===== src/sv/vlrs_pkg.sv =====
// Shared types and constants for the variable-length record deframer.
`default_nettype none

package vlrs_pkg;

  // Parse position inside a record.
  typedef enum logic [1:0] {
    PH_LEN_LO = 2'd0,
    PH_LEN_HI = 2'd1,
    PH_DATA   = 2'd2,
    PH_PAD    = 2'd3
  } phase_t;

  // Terminator selection codes held in the term_mode register.
  localparam logic [1:0] TERM_LF   = 2'd0;
  localparam logic [1:0] TERM_CR   = 2'd1;
  localparam logic [1:0] TERM_CRLF = 2'd2;
  localparam logic [1:0] TERM_NONE = 2'd3;

  localparam logic [7:0] CHAR_NUL = 8'h00;
  localparam logic [7:0] CHAR_LF  = 8'h0A;
  localparam logic [7:0] CHAR_CR  = 8'h0D;

  localparam int QUEUE_DEPTH = 4;
  localparam int QUEUE_AW    = 2;

  // Work request handed from the front to the back.
  typedef struct packed {
    logic [7:0] data_byte;
    logic       emit_data;
    logic       emit_term;
    logic       emit_end;
    logic       end_error;
  } cmd_t;

  // One result item.
  typedef struct packed {
    logic [7:0] out_byte;
    logic       byte_valid;
    logic       end_of_output;
    logic       format_error;
  } res_t;

endpackage

`default_nettype wire


===== src/sv/vlrs_front.sv =====
// Front part: parses the record framing and turns each byte into a work request.
`default_nettype none

module vlrs_front (
  input  wire logic               clk,
  input  wire logic               rst,
  input  wire logic               accept,
  input  wire logic [7:0]         in_byte,
  input  wire logic               in_last,
  input  wire logic [1:0]         term_mode,
  output vlrs_pkg::cmd_t          cmd,
  output logic                    push
);

  vlrs_pkg::phase_t phase, phase_next, phase_step;
  logic [7:0]  length_low, length_low_next;
  logic [15:0] bytes_remaining, bytes_remaining_next, rem_dec;
  logic        pad_pending, pad_pending_next;
  logic        seen_first_record, seen_first_record_next;

  assign rem_dec = bytes_remaining - 16'd1;

  // Phase after this byte, before the end-of-stream clear.
  always_comb begin
    phase_step = phase;
    unique case (phase)
      vlrs_pkg::PH_LEN_LO: phase_step = vlrs_pkg::PH_LEN_HI;
      vlrs_pkg::PH_LEN_HI: begin
        if ({in_byte, length_low} == 16'd0) begin
          phase_step = vlrs_pkg::PH_LEN_LO;
        end else begin
          phase_step = vlrs_pkg::PH_DATA;
        end
      end
      vlrs_pkg::PH_DATA: begin
        if (rem_dec == 16'd0) begin
          phase_step = pad_pending ? vlrs_pkg::PH_PAD : vlrs_pkg::PH_LEN_LO;
        end
      end
      vlrs_pkg::PH_PAD: phase_step = vlrs_pkg::PH_LEN_LO;
      default: phase_step = vlrs_pkg::PH_LEN_LO;
    endcase
  end

  always_comb begin
    phase_next = phase;
    if (accept) begin
      phase_next = in_last ? vlrs_pkg::PH_LEN_LO : phase_step;
    end
  end

  // Request and data-register updates.
  always_comb begin
    cmd                    = '0;
    cmd.data_byte          = in_byte;
    length_low_next        = length_low;
    bytes_remaining_next   = bytes_remaining;
    pad_pending_next       = pad_pending;
    seen_first_record_next = seen_first_record;
    unique case (phase)
      vlrs_pkg::PH_LEN_LO: length_low_next = in_byte;
      vlrs_pkg::PH_LEN_HI: begin
        bytes_remaining_next   = {in_byte, length_low};
        cmd.emit_term          = seen_first_record;
        seen_first_record_next = 1'b1;
        pad_pending_next       = length_low[0];
      end
      vlrs_pkg::PH_DATA: begin
        cmd.emit_data        = (in_byte != vlrs_pkg::CHAR_NUL);
        bytes_remaining_next = rem_dec;
      end
      vlrs_pkg::PH_PAD: pad_pending_next = 1'b0;
      default: pad_pending_next = 1'b0;
    endcase
    if (in_last) begin
      cmd.emit_end           = 1'b1;
      cmd.end_error          = (phase_step != vlrs_pkg::PH_LEN_LO);
      length_low_next        = 8'd0;
      bytes_remaining_next   = 16'd0;
      pad_pending_next       = 1'b0;
      seen_first_record_next = 1'b0;
    end
  end

  // Requests that would produce no result never enter the queue.
  assign push = accept && (cmd.emit_data || cmd.emit_end ||
                           (cmd.emit_term && (term_mode != vlrs_pkg::TERM_NONE)));

  always_ff @(posedge clk) begin
    if (rst) begin
      phase             <= vlrs_pkg::PH_LEN_LO;
      length_low        <= 8'd0;
      bytes_remaining   <= 16'd0;
      pad_pending       <= 1'b0;
      seen_first_record <= 1'b0;
    end else if (accept) begin
      phase             <= phase_next;
      length_low        <= length_low_next;
      bytes_remaining   <= bytes_remaining_next;
      pad_pending       <= pad_pending_next;
      seen_first_record <= seen_first_record_next;
    end
  end

endmodule

`default_nettype wire


===== src/sv/vlrs_queue.sv =====
// Small request queue between the front and back parts.
`default_nettype none

module vlrs_queue (
  input  wire logic           clk,
  input  wire logic           rst,
  input  wire logic           push,
  input  wire vlrs_pkg::cmd_t push_cmd,
  input  wire logic           pop,
  output vlrs_pkg::cmd_t      head,
  output logic                empty,
  output logic                full
);

  vlrs_pkg::cmd_t entries [vlrs_pkg::QUEUE_DEPTH];
  logic [vlrs_pkg::QUEUE_AW-1:0] wptr, rptr;
  logic [vlrs_pkg::QUEUE_AW:0]   count;
  logic                          do_push, do_pop;

  assign empty   = (count == '0);
  assign full    = (count == (vlrs_pkg::QUEUE_AW+1)'(vlrs_pkg::QUEUE_DEPTH));
  assign do_push = push && !full;
  assign do_pop  = pop && !empty;
  assign head    = entries[rptr];

  always_ff @(posedge clk) begin
    if (do_push) begin
      entries[wptr] <= push_cmd;
    end
  end

  always_ff @(posedge clk) begin
    if (rst) begin
      wptr  <= '0;
      rptr  <= '0;
      count <= '0;
    end else begin
      if (do_push) begin
        wptr <= wptr + vlrs_pkg::QUEUE_AW'(1);
      end
      if (do_pop) begin
        rptr <= rptr + vlrs_pkg::QUEUE_AW'(1);
      end
      if (do_push && !do_pop) begin
        count <= count + (vlrs_pkg::QUEUE_AW+1)'(1);
      end else if (do_pop && !do_push) begin
        count <= count - (vlrs_pkg::QUEUE_AW+1)'(1);
      end
    end
  end

endmodule

`default_nettype wire


===== src/sv/vlrs_back.sv =====
// Back part: expands each request into result items, one per cycle while the output is not stalled.
`default_nettype none

module vlrs_back (
  input  wire logic           clk,
  input  wire logic           rst,
  input  wire vlrs_pkg::cmd_t head,
  input  wire logic           empty,
  input  wire logic [1:0]     term_mode,
  output logic                pop,
  output logic                out_valid,
  input  wire logic           out_stall,
  output vlrs_pkg::res_t      res
);

  vlrs_pkg::res_t items [4];
  logic [2:0] n_items;
  logic [1:0] step;
  logic       load, last_item;

  // Build the list of results for the request at the head of the queue.
  always_comb begin
    for (int i = 0; i < 4; i++) begin
      items[i] = '0;
    end
    n_items = 3'd0;
    if (head.emit_data) begin
      items[n_items[1:0]].out_byte   = head.data_byte;
      items[n_items[1:0]].byte_valid = 1'b1;
      n_items = n_items + 3'd1;
    end
    if (head.emit_term && (term_mode != vlrs_pkg::TERM_NONE)) begin
      items[n_items[1:0]].byte_valid = 1'b1;
      items[n_items[1:0]].out_byte   =
          (term_mode == vlrs_pkg::TERM_LF) ? vlrs_pkg::CHAR_LF : vlrs_pkg::CHAR_CR;
      n_items = n_items + 3'd1;
      if (term_mode == vlrs_pkg::TERM_CRLF) begin
        items[n_items[1:0]].byte_valid = 1'b1;
        items[n_items[1:0]].out_byte   = vlrs_pkg::CHAR_LF;
        n_items = n_items + 3'd1;
      end
    end
    if (head.emit_end) begin
      if (head.end_error || (term_mode == vlrs_pkg::TERM_NONE)) begin
        // Bare end marker, carrying the error flag on a ragged end.
        items[n_items[1:0]].end_of_output = 1'b1;
        items[n_items[1:0]].format_error  = head.end_error;
        n_items = n_items + 3'd1;
      end else begin
        items[n_items[1:0]].byte_valid = 1'b1;
        items[n_items[1:0]].out_byte   =
            (term_mode == vlrs_pkg::TERM_LF) ? vlrs_pkg::CHAR_LF : vlrs_pkg::CHAR_CR;
        items[n_items[1:0]].end_of_output = (term_mode != vlrs_pkg::TERM_CRLF);
        n_items = n_items + 3'd1;
        if (term_mode == vlrs_pkg::TERM_CRLF) begin
          items[n_items[1:0]].byte_valid    = 1'b1;
          items[n_items[1:0]].out_byte      = vlrs_pkg::CHAR_LF;
          items[n_items[1:0]].end_of_output = 1'b1;
          n_items = n_items + 3'd1;
        end
      end
    end
  end

  // With a request queued, the output register takes a new item whenever it is empty or being taken.
  assign load      = !empty && (!out_valid || !out_stall);
  assign last_item = ({1'b0, step} + 3'd1 >= n_items);
  assign pop       = load && last_item;

  always_ff @(posedge clk) begin
    if (load) begin
      res <= items[step];
    end
  end

  always_ff @(posedge clk) begin
    if (rst) begin
      out_valid <= 1'b0;
      step      <= 2'd0;
    end else begin
      if (load) begin
        out_valid <= (n_items != 3'd0);
        step      <= last_item ? 2'd0 : step + 2'd1;
      end else if (!out_stall) begin
        out_valid <= 1'b0;
      end
    end
  end

endmodule

`default_nettype wire


===== src/sv/vl_record_to_stream_converter.sv =====
// Top level of the variable-length record deframer.
//
// Takes one file byte per cycle and emits the text bytes of the records, with
// the selected terminator between records and at the end of the stream. A
// byte that produces one result or none passes at one byte per cycle while
// the output is not stalled; a byte that produces several results (terminators,
// end markers) occupies the output register for each result in turn, up to
// four. A four-entry request queue between the framing parser and the result
// expander absorbs such bursts, so input is stalled only when the queue fills.
// Through an empty queue a byte is queued, then its first result registered.
`default_nettype none

module vl_record_to_stream_converter (
  input  wire logic       clk,
  input  wire logic       rst,
  input  wire logic       in_valid,
  output logic            in_stall,
  input  wire logic [7:0] in_byte,
  input  wire logic       in_last,
  output logic            out_valid,
  input  wire logic       out_stall,
  output logic [7:0]      out_byte,
  output logic            byte_valid,
  output logic            end_of_output,
  output logic            format_error,
  input  wire logic       cfg_valid,
  output logic            cfg_ready,
  input  wire logic [1:0] cfg_data
);

  logic [1:0]     term_mode;
  logic           accept, push, pop, empty, full;
  vlrs_pkg::cmd_t cmd, head;
  vlrs_pkg::res_t res;

  assign cfg_ready = 1'b1;

  always_ff @(posedge clk) begin
    if (rst) begin
      term_mode <= vlrs_pkg::TERM_LF;
    end else if (cfg_valid && cfg_ready) begin
      term_mode <= cfg_data;
    end
  end

  assign in_stall = full;
  assign accept   = in_valid && !in_stall;

  vlrs_front u_front (
    .clk       (clk),
    .rst       (rst),
    .accept    (accept),
    .in_byte   (in_byte),
    .in_last   (in_last),
    .term_mode (term_mode),
    .cmd       (cmd),
    .push      (push)
  );

  vlrs_queue u_queue (
    .clk      (clk),
    .rst      (rst),
    .push     (push),
    .push_cmd (cmd),
    .pop      (pop),
    .head     (head),
    .empty    (empty),
    .full     (full)
  );

  vlrs_back u_back (
    .clk       (clk),
    .rst       (rst),
    .head      (head),
    .empty     (empty),
    .term_mode (term_mode),
    .pop       (pop),
    .out_valid (out_valid),
    .out_stall (out_stall),
    .res       (res)
  );

  assign out_byte      = res.out_byte;
  assign byte_valid    = res.byte_valid;
  assign end_of_output = res.end_of_output;
  assign format_error  = res.format_error;

endmodule

`default_nettype wire


===== config.mk =====
export PLATFORM = sky130hd
export DESIGN_NAME = vl_record_to_stream_converter
export DESIGN_NICKNAME = d
export VERILOG_FILES = /design/src/sv/vlrs_pkg.sv /design/src/sv/vlrs_front.sv /design/src/sv/vlrs_queue.sv /design/src/sv/vlrs_back.sv /design/src/sv/vl_record_to_stream_converter.sv
export SDC_FILE = /design/constraint.sdc
export NUM_CORES = 1
export LEC_CHECK = 0
export ABC_AREA = 1
export BUFFER_PORTS_ARGS = -buffer_cell sky130_fd_sc_hd__buf_4
export CORE_AREA = 2 2 167 104
export CTS_BUF_LIST = sky130_fd_sc_hd__clkbuf_2 sky130_fd_sc_hd__clkbuf_4 sky130_fd_sc_hd__clkbuf_8
export CTS_CLUSTER_SIZE = 24
export DETAILED_ROUTE_END_ITERATION = 10
export DIE_AREA = 0 0 169 106
export GPL_TIMING_DRIVEN = 0
export HOLD_SLACK_MARGIN = 0.08
export PLACE_DENSITY = 0.6
export SLEW_MARGIN = 20
export SYNTH_ARGS = -nofsm -noshare
export SYNTH_HDL_FRONTEND = slang
export SYNTH_SLANG_ARGS = --single-unit

===== constraint.sdc =====
create_clock -name clk -period 3.79 [get_ports clk]
set_clock_uncertainty 0.05 [all_clocks]
set_input_delay 0.5685 -clock clk [delete_from_list [all_inputs] [get_ports clk]]
set_output_delay 0.5685 -clock clk [all_outputs]
set_load 0.005 [all_outputs]

---- Yosys cells after proc, flatten, opt, wreduce, memory -nomap -nowiden ----
Memories as Yosys holds them, arrays and structs flattened. A register that Yosys moved wholly into a read port is not among the register bits.
Cells that the tools add are included.
operators by class
  add/subtract/negate cells ............... 11
  $lt $le $gt $ge ......................... 10
  equality and inequality tests ........... 9
  mux-type cells .......................... 75
  bitwise gates (word level) .............. 5
  reductions and logical operators ........ 41
operator list
  operator                                                                       count
  44-bit bitwise mux                                                             12
  11-bit demux with 2-bit select                                                 11
  44-bit 2-to-1 mux                                                              5
  11-bit 2-to-1 mux                                                              6
  3-bit 2-to-1 mux                                                               12
  16-bit logical NOT                                                             2
  16-bit one-hot mux with 2 select lines                                         1
  11-bit binary-select mux with 2-bit select                                     1
  2-bit 2-to-1 mux                                                               10
  16-bit 2-to-1 mux                                                              1
  8-bit 2-to-1 mux                                                               2
  16-bit by 1-bit subtractor with 16-bit output (second input constant)          1
  3-bit greater-or-equal comparator (second input constant)                      5
  1-bit logical AND                                                              14
  3-bit by 1-bit adder with 3-bit output (second input constant)                 4
  3-bit by 1-bit less-than comparator with 1-bit output (second input constant)  4
  2-bit inverter with 3-bit output                                               4
  1-bit 2-to-1 mux                                                               11
  9-bit 2-to-1 mux                                                               1
  3-bit nonzero test                                                             3
  2-bit equality test (second input constant)                                    4
  2-bit one-hot mux with 4 select lines                                          1
  2-bit AND reduction                                                            4
  2-bit nonzero test                                                             4
  other kinds (16)                                                               28
word-level totals
  flip-flop bits (word level) ............. 51
  RAM bits ................................ 48
  input port bits ......................... 16
  output and inout port bits .............. 14
  logic and storage cells ................. 167
  memories kept ........................... 1
memory list
  name             depth  bits a word  rd ports  clocked after Yosys merged registers in  write ports  line              source
  u_queue.entries  4      12           1         1                                        1            vlrs_queue.sv:15  vlrs_pkg::cmd_t entries [vlrs_pkg::QUEUE_DEPTH];

---- Logic depth before layout (Yosys ltp) ----
Gate-level depths: netlist of run 1.
  word-level depth ........................ 24
  mapped depth ............................ 28
  mapped depth without buffers ............ 26

---- By module ----
A second synthesis of run 1 with hierarchy kept.
second synthesis, totals
  cell total of the unflattened synthesis .. 714
  area total of the unflattened synthesis .. 5579.1 µm²
by module, submodules not included
  module                         times used  cells each  area an instance (µm²)  sequential area each (µm²)
  vlrs_queue                     1           186         2282.2                  1621.6
  vlrs_front                     1           317         1918.1                  560.5
  vlrs_back                      1           194         1278.7                  390.4
  vl_record_to_stream_converter  1           17          100.1                   40.0

---- Worst setup path after synthesis of run 1 ----
OpenSTA, ideal clock, no wires.
  kind .................................... register -> register
  from .................................... register (tool-made name)
  to ...................................... register u_queue.count[2] (netlist bit)
  setup time .............................. 122 ps
  arrival time ............................ 3708 ps
  data required time ...................... 3618 ps
  path slack .............................. -90 ps
  stages on the path, launching flop included .. 29
  buffers on the path ..................... 2
  clock period less this slack ............ 3880 ps
  cell sequence ........................... dfxtp_1 buf_6 inv_4 buf_6 nand2_1 nand3_1 nand2_2 inv_2 ha_1 nand2_4 nand2_4 inv_2 ha_1 inv_1 ha_1 nand3_1 nand2_1 nand2_1 ha_1 a21oi_1 o211ai_1 nand2_1 ha_1 inv_1 fa_1 a21oi_1 o21ai_0 o21ai_0 a21oi_1
RTL lines
  item                  line              source
  end signal, assigned  vlrs_queue.sv:45  count <= count + (vlrs_pkg::QUEUE_AW+1)'(1);
  end signal, assigned  vlrs_queue.sv:47  count <= count - (vlrs_pkg::QUEUE_AW+1)'(1);
  end, declared         vlrs_queue.sv:17  logic [vlrs_pkg::QUEUE_AW:0] count;

==> results of run 1 <==
==> cell usage after synthesis (all sizes together) <==
| library cell | instances |
|---|---|
| dfxtp | 42 |
| a31oi | 1 |
| edfxtp | 59 |
| buf | 11 |
| nand3 | 32 |
| o32ai | 1 |
| o21bai | 1 |
| a211oi | 4 |
| a221oi | 2 |
| ha | 16 |
| inv | 73 |
| o21ai | 47 |
| nand4 | 7 |
| o211ai | 9 |
| nand3b | 5 |
| xnor2 | 1 |
| and2 | 2 |
| nor2 | 91 |
| xor2 | 1 |
| nand2 | 180 |
| a22oi | 1 |
| nor4 | 2 |
| fa | 1 |
| a21oi | 66 |
| nor3 | 4 |
| o31ai | 2 |
| conb | 1 |
| clkinv | 4 |
| clkbuf | 8 |
==> final cells by class <==
| cell class | instances | area (sq um) | share of cell area (%) |
|---|---|---|---|
| plain buffers | 19 | 133 | 2.04 |
| inverters | 77 | 320 | 4.92 |
| flip-flops and latches | 101 | 2620 | 40.2 |
| repair buffers | 52 | 390 | 6.00 |
| well taps | 214 | 268 | 4.11 |
| clock buffers | 9 | 124 | 1.90 |
| clock inverters | 7 | 62.6 | 0.961 |
| multi-input cells | 477 | 2590 | 39.9 |
==> power by group <==
group | internal (W) | switching [W]
combinational | 0.00109 | 0.00140
clock | 0.000248 | 0.000412
sequential | 0.00136 | 0.0000855
total | 0.00269 | 0.00190
==> worst min-delay path by stage <==
stage | end | slack, ns | cells past startpoint
3_5_place_dp | u_front.seen_first_record | 0.40 | 2
3_3_place_gp | u_front.seen_first_record | 0.39 | 2
4_1_cts | u_queue.entries[2][10] | 0.35 | 1
6_report | u_queue.entries[2][10] | 0.37 | 1
5_1_grt | u_queue.entries[3][10] | 0.36 | 1
2_1_floorplan | u_front.seen_first_record | 0.38 | 2
==> per-layer routing <==
layer  wire length [microns]  vias to the layer above  share of wire [%]
met4                      85                        0               0.61
met3                     862                       15                6.2
met5                       0                        -                  0
li1                        -                     2360                  -
met1                    7790                     2216                 56
met2                    5100                      121                 37
==> cells by family after synthesis <==
kind of cell	Yosys count	synth area share [%]
xor gates and xnor gates	2	0.459
AOI/OAI and AO/OA	134	13.8
DFF	101	47.9
adders and majority gates	17	4.03
and+or+nand+nor	323	26.2
buffers and inverters	96	7.61
other	1	0.0687
==> stage by stage <==
stage	hold slack, ns	cell area, sq um
final	0.371	6510
after global routing	0.362	6510
after CTS	0.351	6370
after detailed placement	0.402	5950
after global placement	0.390	5950
after floorplan	0.379	5480
==> timing repair <==
item,CTS,global route
pin swaps,17,16
setup buffers,16,9
resized for setup,27,19
endpoints found under the setup margin,3,7
==> registers in the layout, indices dropped and copies added (netlist names), 2 cells and up, named ones only <==
| signal | flops |
|---|---|
| u_front.phase | 2 |
| u_front.bytes_remaining | 16 |
| u_front.length_low | 8 |
| u_queue.wptr | 2 |
| u_back.step | 2 |
| u_queue.count | 3 |
| u_back.res | 11 |
| term_mode | 2 |
| u_queue.entries | 48 |
| u_queue.rptr | 2 |
==> metrics list, run 1 <==
- Status: complete, but fails checks
* Violations in the final reports: setup timing
- For met2 alone, demand over resource in global routing was 20.1%.
- Peak per-stage delay on the critical path: 0.34 ns
- Worst Path Arrival: 4.07 ns
- The worst setup path is captured at a flop.
- Design Power: 0.00459 W
- The first global-routing pass estimated 22.1 mm of wire.
- Cell with the largest stage delay on the worst path: dfxtp_2
- Register-to-register setup slack: -0.04 ns
* Detailed placer's ending HPWL: 10.2 mm
- Mean instance size in the synthesized netlist: 8.10 sq um
- Buffers & Inverters on Critical Path: 13
* Final hold violations: 0
* Width of the die: 169 microns
- At the pin with the least slew margin, the transition time is 0.797 ns.
- Most common cell after layout, fill and taps aside: nand2_1
* Vias in the first global route: 4096
- Layout cells sized above 1: 20.8%
- Buffers added on ports: 27
- ANT nets after route: 0
* Final worst path period share: 101%
- FILL cells: 1708
* Total stage count of the critical path: 30
- The later pin in the worst-skew pair is clocked with a latency of 0.37 ns.
- For this run, the number of standard cells in the final layout without fillers is 956.
* Post-layout utilization of the core: 39.3%
- Synthesis produced 674 cells.
* Min-delay src: in_byte[6]
- Max cap viols: 0
* Clk pin slew, worst setup/hold paths: 0.11 ns
- The longest clock path from root to sink contains 2 buffers.
- Iteration-0 DRC Markers: 393
- Global routing consumed, over all layers together, 15.8% of the routing resources.
- Share of the synthesized area in the top cell type: 32.5%
- Number of pins exceeding their max-slew limit in the final report: 0
* Grt met3 use: 3.35%
* CTS Hold Bufs: 0
* Ratio of routed vias to standard cells: 4.93
* CTS tree: built
* Starting density of the core: 32.9%
- The net count of the finished layout is 770.
- Derived from the worst setup path, the maximum achievable clock frequency is 261 MHz.
- Crit path launch type: flop
* Sum of negative setup slack: -0.112 ns
- Largest area contributor in the netlist: edfxtp_1
- Number of levels the H-tree was split into: 3
- Power density normalized to cell area: 705 nW/um^2
- Entering global routing, the biggest net connects 19 pins.
- FF-to-FF path depth: 30
- The cell that appears most often on the critical path is buf_4.
* Detailed Route WL: 13.8 mm
* Unrepaired setup endpoints after global routing: yes
* Post-synthesis instance area: 5460 sq um
* Required time at the worst-slack endpoint: 4.04 ns
* Residual overflow from global routing: 0
- Wirelength per Cell: 14.5 microns
- The number of antenna diodes in the final layout is 0.
- By area the synthesized netlist is led by edfxtp_1 (32%), dfxtp_1 (15%), nand2_1 (12%).
- Via count: 4712
- Count of yosys warnings during synthesis: 0
- Max-slew headroom: 46.8%
- Worst Hold Class: in2reg
* Count of placed standard cells including taps: 915
- Core footprint: 16600 sq um
* Critical path type: reg2reg
- Detailed-route DRC error count: 0
- OpenSTA, run right after detailed placement, puts the worst setup slack at -0.462 ns.
- Post-synthesis cell type count: 46
- RD Place Congestion: 0.897
* Boundary pin count: 30
- P&R area growth vs syn: 19.2%
* Floorplan die area: 17900 sq um
- Grt peak-use layer: met1
* Share of the yosys chip area belonging to registers: 47.9%
- In the global route stage, met1 resource usage came out at 26.5%.
* Time the worst path needs with I/O delays and setup: 3.83 ns
- Setup violations remaining at the end of the flow were counted as 5.
- Final setup slack of the worst path: -0.0354 ns
* Worst vdd rail ir drop: 0.000278 V
- When the netlist entered floorplanning its net count stood at 707.
- Reported leakage power: 2.64 nW
* Antenna violations before repair: 0
- Highest-count cells in the layout ignoring fill and taps: nand2_1 (167), nor2_1 (78), a21oi_1 (60)
* Y dimension of the die: 106 microns
- Before antenna repair, the detailed router went through 5 iterations.
- Clock tree synthesis found a total of 101 sinks.
- Num CTS Buffers: 9
* Count of standard-cell rows: 37
- In this run, synthesis produced a sequential element count of 101.
* Crit path max-delay family: buffers and inverters
- In this run the worst path has a maximum fanout of 4.
- Clock tree synthesis selected as its root buffer the cell clkbuf_8.
(Power assumes the default switching activity.)
==> run 2, diff against run 1 <==
--- a/config.mk
+++ b/config.mk
@@ -7,15 +7,16 @@
 export LEC_CHECK = 0
 export ABC_AREA = 1
 export BUFFER_PORTS_ARGS = -buffer_cell sky130_fd_sc_hd__buf_4
-export CORE_AREA = 2 2 167 104
+export CORE_AREA = 2 2 157 113
 export CTS_BUF_LIST = sky130_fd_sc_hd__clkbuf_2 sky130_fd_sc_hd__clkbuf_4 sky130_fd_sc_hd__clkbuf_8
 export CTS_CLUSTER_SIZE = 24
 export DETAILED_ROUTE_END_ITERATION = 10
-export DIE_AREA = 0 0 169 106
+export DIE_AREA = 0 0 159 115
 export GPL_TIMING_DRIVEN = 0
 export HOLD_SLACK_MARGIN = 0.08
-export PLACE_DENSITY = 0.6
+export PLACE_DENSITY = 0.59
 export SLEW_MARGIN = 20
 export SYNTH_ARGS = -nofsm -noshare
 export SYNTH_HDL_FRONTEND = slang
+export SYNTH_HIERARCHICAL = 1
 export SYNTH_SLANG_ARGS = --single-unit
==> metrics list, run 2 <==
- Antenna violations before repair: 0 (unchanged)
- Largest registers: u_queue/entries x48, u_front/bytes_remaining x16, u_back/res x11
- The flip-flop count of the largest register after layout was 48 (unchanged).
- Sum of negative setup slack: -0.0546 ns (+0.0574 ns)
- The relative slew slack is 47.7% (+0.91 points).
- Clock root buffer master: clkbuf_8
* Largest area contributor in the netlist: edfxtp_1
* Buffers added on ports: 28 (+3.7%)
* Floorplan die area: 18300 sq um (+2.1%)
* Max cap viols: 0 (unchanged)
* Cell with the largest stage delay on the worst path: dfxtp_4
* EDFF count, synth: 59 (unchanged)
- Among the stages of the critical path, the cell type that occurs most often is ha_4.
- Peak per-stage delay on the critical path: 0.44 ns (+0.10 ns)
* Largest buffer count on any clock path: 2 (unchanged)
- CTS Hold Bufs: 0 (unchanged)
* Y dimension of the die: 115 microns (+8.5%)
- Count of yosys warnings during synthesis: 6 (+6)
* Core footprint: 16800 sq um (+1.5%)
- Ranked by total cell area, the synthesized netlist is headed by edfxtp_1 (32%), dfxtp_1 (15%), nand2_1 (10%).
- The final antenna diode count came to 0 (unchanged).
- Final Instance Area: 6760 sq um (+3.8%)
- The distinct cell type count after synthesis came to 39 (-15%).
- Most flop-heavy register: u_queue/entries
- Num CTS Buffers: 9 (unchanged)
- Crit path launch type: flop
- The data required time at the worst endpoint came to 4.04 ns (about the same).
- The post-route fraction of the period consumed by the critical path came to 101% (+0.50 points).
- Most common cell after layout, fill and taps aside: nand2_1
- The critical path is of the reg2reg type.
- The cell area after synthesis is 5580 sq um (+2.2%).
- Status: complete, but fails checks
- Leading cell types by count after synthesis: nand2_1 (156), nor2_1 (105), inv_1 (86)
- Total clock sinks: 101 (unchanged)
* Global router's overall resource usage: 16.2% (+0.43 points)
- The clock edge transition at the registers on the reported setup and hold paths is 0.11 ns (about the same).
- The placement-stage cell area was 6160 sq um (+3.5%).
- TritonCTS built the clock tree.
* Worst vdd rail ir drop: 0.000353 V (+27%)
* Worst slack, placed: -0.563 ns (-0.101 ns)
* Number of levels the H-tree was split into: 3 (unchanged)
- Layout cells sized above 1: 21.3% (+0.59 points)
- Proportion of synthesized flip-flops having asynchronous set or reset: 0% (unchanged)
- Element type at the critical path end: flop
* Met2 global-route usage: 22.8% (+2.7 points)
* Unrepaired setup endpoints after global routing: yes
- The time the final worst path needs with I/O delays and setup was 3.84 ns (+0.0191 ns).
* Residual overflow from global routing: 0 (unchanged)
- Routing usage on met1: 25.0% (-1.5 points)
- For this run, the leading register cell type out of synthesis is edfxtp_1.
* Final hold violations: 0 (unchanged)
- Length of the first detailed-routing pass in iterations: 5 (unchanged)
* Highest-count cells in the layout ignoring fill and taps: nand2_1 (154), nor2_1 (97), inv_1 (77)
* Grt met3 use: 4.26% (+0.91 points)
- The checks that failed: setup timing.
- Count of final setup violators: 1 (-4)
- The synthesized net count was 748 (+5.8%).
* P&R area growth vs syn: 21.1%
- The latest clock arrival within the worst-skew pair came to 0.39 ns (+0.02 ns).
* Iteration-0 DRC Markers: 494 (+26%)
- Number of pins exceeding their max-slew limit in the final report: 0 (unchanged)
* Wirelength per Cell: 14.2 microns (-1.9%)
* Share of the yosys chip area belonging to registers: 46.8% (-1.0 points)
- The final core area utilization was 40.2% (+0.92 points).
- Count of standard-cell rows: 40 (+8.1%)
* Nets@finish: 816 (+6.0%)
* Width of the die: 159 microns (-5.9%)
- RD Place Congestion: 0.866 (-3.5%)
- The final worst setup slack is -0.0546 ns (-0.0191 ns).
- WHS: 0.367 ns (-0.00320 ns)
- Detailed placer's ending HPWL: 10.3 mm (+1.4%)
* Peak fanout along the critical path: 6 (+2)
- The detailed-route DRC error count came to 0 (unchanged).
- The number of nets with antenna violations after routing came to 0 (unchanged).
- The critical path data arrival time is 4.09 ns (+0.02 ns).
- The count of pins on the block boundary came to 30 (unchanged).
- The maximum achievable frequency is 260 MHz (-0.50%).
- Detailed Route WL: 14.5 mm (+4.5%)
- Maximum number of pins on one net before global-route repair: 20 (+1)
* Power density normalized to cell area: 618 nW/um^2 (-12%)
- The number of global-route vias before repair came to 4441 (+8.4%).
* Crit path max-delay family: adder cells
- The global routing stage identified its most utilized layer as met1.
* Worst Hold Class: in2reg
- Mean instance size in the synthesized netlist: 7.81 sq um (-3.5%)
* Count leader, synth: nand2_1
* Buffers & Inverters on Critical Path: 7 (-6)
- Wire length of the first global-routing pass: 23.4 mm (+5.8%)
* Share of the synthesized area in the top cell type: 31.8% (-0.70 points)
- The transition time at the pin with the least slew margin was 0.783 ns (-0.0136 ns).
- Number of cells produced by synthesis: 714 (+5.9%)
- Ratio of routed vias to standard cells: 4.82 (-2.2%)
- Cell breakdown of the critical path: buf_8, buf_4, o21ai_2, o22ai_2, buf_4, nand3_4, inv_4, ha_4, inv_4, ha_4, nor2_2, nor2_1, nand3_2, ha_4, nand2_2, o211ai_1, nand2_1, inv_2, nand2_4, ha_4, inv_2, fa_2, o21ai_2, nor2_1
* Via count: 4907 (+4.1%)
* Reported leakage power: 2.86 nW (+8.3%)
- The number of register bits inferred by synthesis is 101 (unchanged).
- Starting density of the core: 33.2% (+0.24 points)
run 2: worst paths after layout:
path                               from                     to  slack [ns]  cells after the start
setup / recovery                   flop       u_queue/count[1]       -0.05                     24
hold / removal                      rst        u_queue/rptr[0]        0.37                      2
setup reg to reg                   flop       u_queue/count[1]       -0.05                     24
hold reg to reg   u_front/length_low[7]  u_front/length_low[7]        0.42                      2
run 2: where the power goes:
part	internal [W]	total, W	leakage [nW]	switching [W]
Combinational	0.000837	0.00203	1.87	0.00120
Sequential	0.00137	0.00146	0.892	0.0000883
Clock	0.000256	0.000688	0.0951	0.000432
run 2: worst reg2reg max path: cells and delay by family (launching register included):
family,cells,cell delay [ns]
fa+ha+maj,5,1.30
buf+inv,7,0.74
simple gates,8,0.62
compound gates,4,0.61
flops,1,0.44
run 2: metal layers:
metal / wire [microns] / vias up / share of wire, %
li1: - / 2477 / -
met1: 7620 / 2288 / 53
met2: 5840 / 138 / 40
met3: 943 / 4 / 6.5
met4: 64 / 0 / 0.44
met5: 0 / - / 0
run 2: cell families (layout without fill, tap and decap cells):
group / after synthesis / count (layout) / synth area share [%]
AO/OA/AOI/OAI: 130 / 130 / 12.8
XOR/XNOR: 2 / 2 / 0.314
adder cells (fa/ha/maj): 18 / 18 / 4.17
buffers and inverters: 121 / 194 / 9.31
flip-flops: 101 / 101 / 46.8
other: 1 / 1 / 0.0672
AND/OR/NAND/NOR: 341 / 341 / 26.5
run 2: layout make-up:
type / count / area, sq um
Buffer: 25 / 198
Inverter: 96 / 373
Multi-Input combinational cell: 492 / 2660
Sequential cell: 101 / 2620
Clock inverter: 7 / 70.1
Clock buffer: 9 / 124
Timing Repair Buffer: 57 / 428
Tap cell: 231 / 289
Fill cell: 1707 / 10100
run 2: metrics by stage:
| step | instances | power (W) |
|---|---|---|
| 3_5_place_dp | 973 | 0.00312 |
| 2_1_floorplan | 714 | 0.00264 |
| 6_report | 1018 | 0.00418 |
| 4_1_cts | 1015 | 0.00412 |
| 5_1_grt | 1018 | 0.00451 |
| 3_3_place_gp | 973 | 0.00310 |
run 2: repair_timing:
action,in CTS,in global routing
endpoints found under the hold margin,0,0
resized for setup,30,13
pin swaps,16,12
setup buffers,26,3
setup endpoints to repair,3,3
==> run 3, diff against run 2 <==
--- a/config.mk
+++ b/config.mk
@@ -14,7 +14,7 @@
 export DIE_AREA = 0 0 159 115
 export GPL_TIMING_DRIVEN = 0
 export HOLD_SLACK_MARGIN = 0.08
-export PLACE_DENSITY = 0.59
+export SETUP_SLACK_MARGIN = 0.3
 export SLEW_MARGIN = 20
 export SYNTH_ARGS = -nofsm -noshare
 export SYNTH_HDL_FRONTEND = slang
==> constraint.sdc (replaced) <==
create_clock -name clk -period 4.9 [get_ports clk]
set_clock_uncertainty 0.05 [all_clocks]
set_input_delay 0.735 -clock clk [delete_from_list [all_inputs] [get_ports clk]]
set_output_delay 0.735 -clock clk [all_outputs]
set_load 0.005 [all_outputs]
==> metrics list, run 3 (synthesized netlist as in run 2, its figures left out) <==
- Buffers added on ports: 28 (unchanged)
- Wire length of the first global-routing pass: 22.1 mm (-5.4%)
* Max cap viols: 0 (unchanged)
- Worst Hold Class: reg2reg
* Layout cells sized above 1: 16.1% (-5.2 points)
- Nets@finish: 791 (-3.1%)
- The worst slack at placement is -0.147 ns (+0.416 ns).
- The number of DRC violations after detailed-routing iteration 0 came to 363 (-27%).
- Vias in the first global route: 4314 (-2.9%)
* Final hold violations: 0 (unchanged)
- The largest net degree at the start of global routing is 18 (-10%).
- Peak per-stage delay on the critical path: 0.41 ns (-0.03 ns)
- Max-slew headroom: 49.6% (+1.9 points)
- The critical path data arrival time came to 4.50 ns (+0.41 ns).
* P&R area growth vs syn: 15.3%
* FF-to-FF path depth: 25 (+4.2%)
* Terminus of the critical flop-to-flop path: u_queue/count[1]
- RD Place Congestion: 0.898 (+3.7%)
- The number of nets with antenna violations after routing is 0 (unchanged).
* Residual overflow from global routing: 0 (unchanged)
* Boundary pin count: 30 (unchanged)
- The filler cell count in the final layout came to 1724 (+1.0%).
- Grt met3 use: 3.61% (-0.65 points)
- Length of the first detailed-routing pass in iterations: 7 (+2)
- Highest-count cells in the layout ignoring fill and taps: nand2_1 (155), nor2_1 (101), inv_1 (82)
* Crit path launch type: flop
- In the final layout, the registers with the most flip-flops are u_queue/entries x48, u_front/bytes_remaining x16, u_back/res x11.
- TritonCTS built the clock tree.
* Ratio of routed vias to standard cells: 4.74 (-1.7%)
- The detailed-route DRC error count is 0 (unchanged).
* Flip-flop count of the largest register, all copies and words added: 48 (unchanged)
- Register-to-register setup slack: 0.64 ns (+0.69 ns)
- Among the stages of the critical path, the cell type that occurs most often is nor2_1.
* Core footprint: 16800 sq um (unchanged)
* Time the worst path needs with I/O delays and setup: 4.26 ns (+0.419 ns)
- The number of hold buffers added after CTS is 0 (unchanged).
- Leaving out fill and tap cells, the most frequent cell in the layout is nand2_1.
* Detailed placer's ending HPWL: 10.0 mm (-2.9%)
* Reported leakage power: 2.73 nW (-4.6%)
- Power density normalized to cell area: 467 nW/um^2 (-24%)
* Design Power: 0.00301 W (-28%)
- Depth of the worst hold-timing path: 2 (unchanged)
- Routing usage on met1: 23.1% (-1.9 points)
- The flow ran to the end, and the final reports show no timing, DRC or antenna violations.
- Non-filler instance count after layout: 993 (-2.5%)
- Y dimension of the die: 115 microns (unchanged)
- Via count: 4703 (-4.2%)
- The aggregate routed wire length was 13.6 mm (-6.3%).
* Count of standard-cell rows: 40 (unchanged)
* Grt peak-use layer: met1
- Peak fanout along the critical path: 10 (+4)
* Number of pins exceeding their max-slew limit in the final report: 0 (unchanged)
* Wirelength per Cell: 13.7 microns (-3.9%)
* Count of final setup violators: 0 (-1)
- The final antenna diode count was 0 (unchanged).
- The maximum achievable frequency is 235 MHz (-9.8%).
* Num CTS Buffers: 9 (unchanged)
- Global router's overall resource usage: 15.4% (-0.85 points)
- The global-route met2 utilization was 21.9% (-0.84 points).
- The floorplan die area was 18300 sq um (unchanged).
- The buffer depth of the longest clock path is 2 (unchanged).
- The total number of clock tree sinks is 101 (unchanged).
* Clock root buffer master: clkbuf_8
* Slew of the pin with the lowest slew margin: 0.755 ns (-0.0281 ns)
- The slowest stage of the critical path is the fa_1 cell.
* Critical path type: reg2reg
* Starting density of the core: 33.2% (unchanged)
- The final worst setup slack was 0.636 ns (+0.691 ns).
- The die outline width was 159 microns (unchanged).
- Min-delay src: u_front/length_low[3]
- The initial antenna violation count was 0 (unchanged).
- Required time at the worst-slack endpoint: 5.14 ns (+1.10 ns)
* Element type at the critical path end: flop
* Unrepaired setup endpoints after global routing: no
- The post-route worst hold slack is 0.420 ns (+0.0529 ns).
- Later-pin clock latency in the skew report: 0.39 ns (about the same)
* Clk pin slew, worst setup/hold paths: 0.10 ns (about the same)
* Most flop-heavy register: u_queue/entries
* Hold path endpoint: u_front/length_low[3]
- The total instance count after detailed placement is 973 (unchanged).
- Final worst path period share: 87.0% (-14 points)
* Worst vdd rail ir drop: 0.000278 V (-21%)
- Number of levels the H-tree was split into: 3 (unchanged)
## run 3: worst max-delay path by stage
stage | from | to | slack [ns] | depth (start not counted)
6_report | flop | u_queue/count[1] | 0.64 | 25
2_1_floorplan | flop | u_queue/count[1] | 0.69 | 25
4_1_cts | flop | u_queue/count[1] | 0.33 | 26
3_5_place_dp | flop | u_queue/count[1] | -0.15 | 25
3_3_place_gp | flop | u_queue/count[1] | -0.18 | 25
5_1_grt | flop | u_queue/count[2] | 0.32 | 29
## run 3: cell type report
class	count	area, sq um	area share, %
Sequential cell	101	2620	40.7
Clock inverter	7	97.6	1.52
Clock buffer	9	124	1.93
Timing Repair Buffer	32	240	3.73
Buffer	25	175	2.72
Tap cell	231	289	4.49
Multi-Input combinational cell	492	2520	39.2
Inverter	96	365	5.68
## run 3: metal layers
| layer | wire, microns | vias up |
|---|---|---|
| met5 | 0 | - |
| met4 | 195 | 0 |
| met3 | 797 | 16 |
| met2 | 5280 | 136 |
| met1 | 7290 | 2126 |
| li1 | - | 2425 |
## run 3: where the power goes
group          total (W)  switching [W]  leakage [nW]  internal, W
Clock           0.000600       0.000308         0.112     0.000291
Sequential       0.00112      0.0000620         0.892      0.00106
Combinational    0.00129       0.000816          1.73     0.000469
## run 3: through the flow
stage          utilization (%)  TNS, ns  instance area (sq um)
6_report                  38.3        0                   6430
5_1_grt                   38.3        0                   6430
4_1_cts                   37.6        0                   6320
3_5_place_dp              36.2   -0.243                   6090
3_3_place_gp              36.1   -0.289                   6080
2_1_floorplan                -        0                   5580
## run 3: what timing repair did
item	4_1_cts	5_1_grt
buffers inserted	1	3
setup endpoints to repair	3	2
resized for setup	5	22
pin swaps	1	3
## run 3: critical path, delay by kind of cell (launching register included)
| kind | cells | cell delay, ns |
|---|---|---|
| adders and majority gates | 6 | 1.66 |
| and+or+nand+nor | 10 | 0.83 |
| buffers and inverters | 6 | 0.65 |
| AOI/OAI and AO/OA | 3 | 0.56 |
| DFF | 1 | 0.39 |
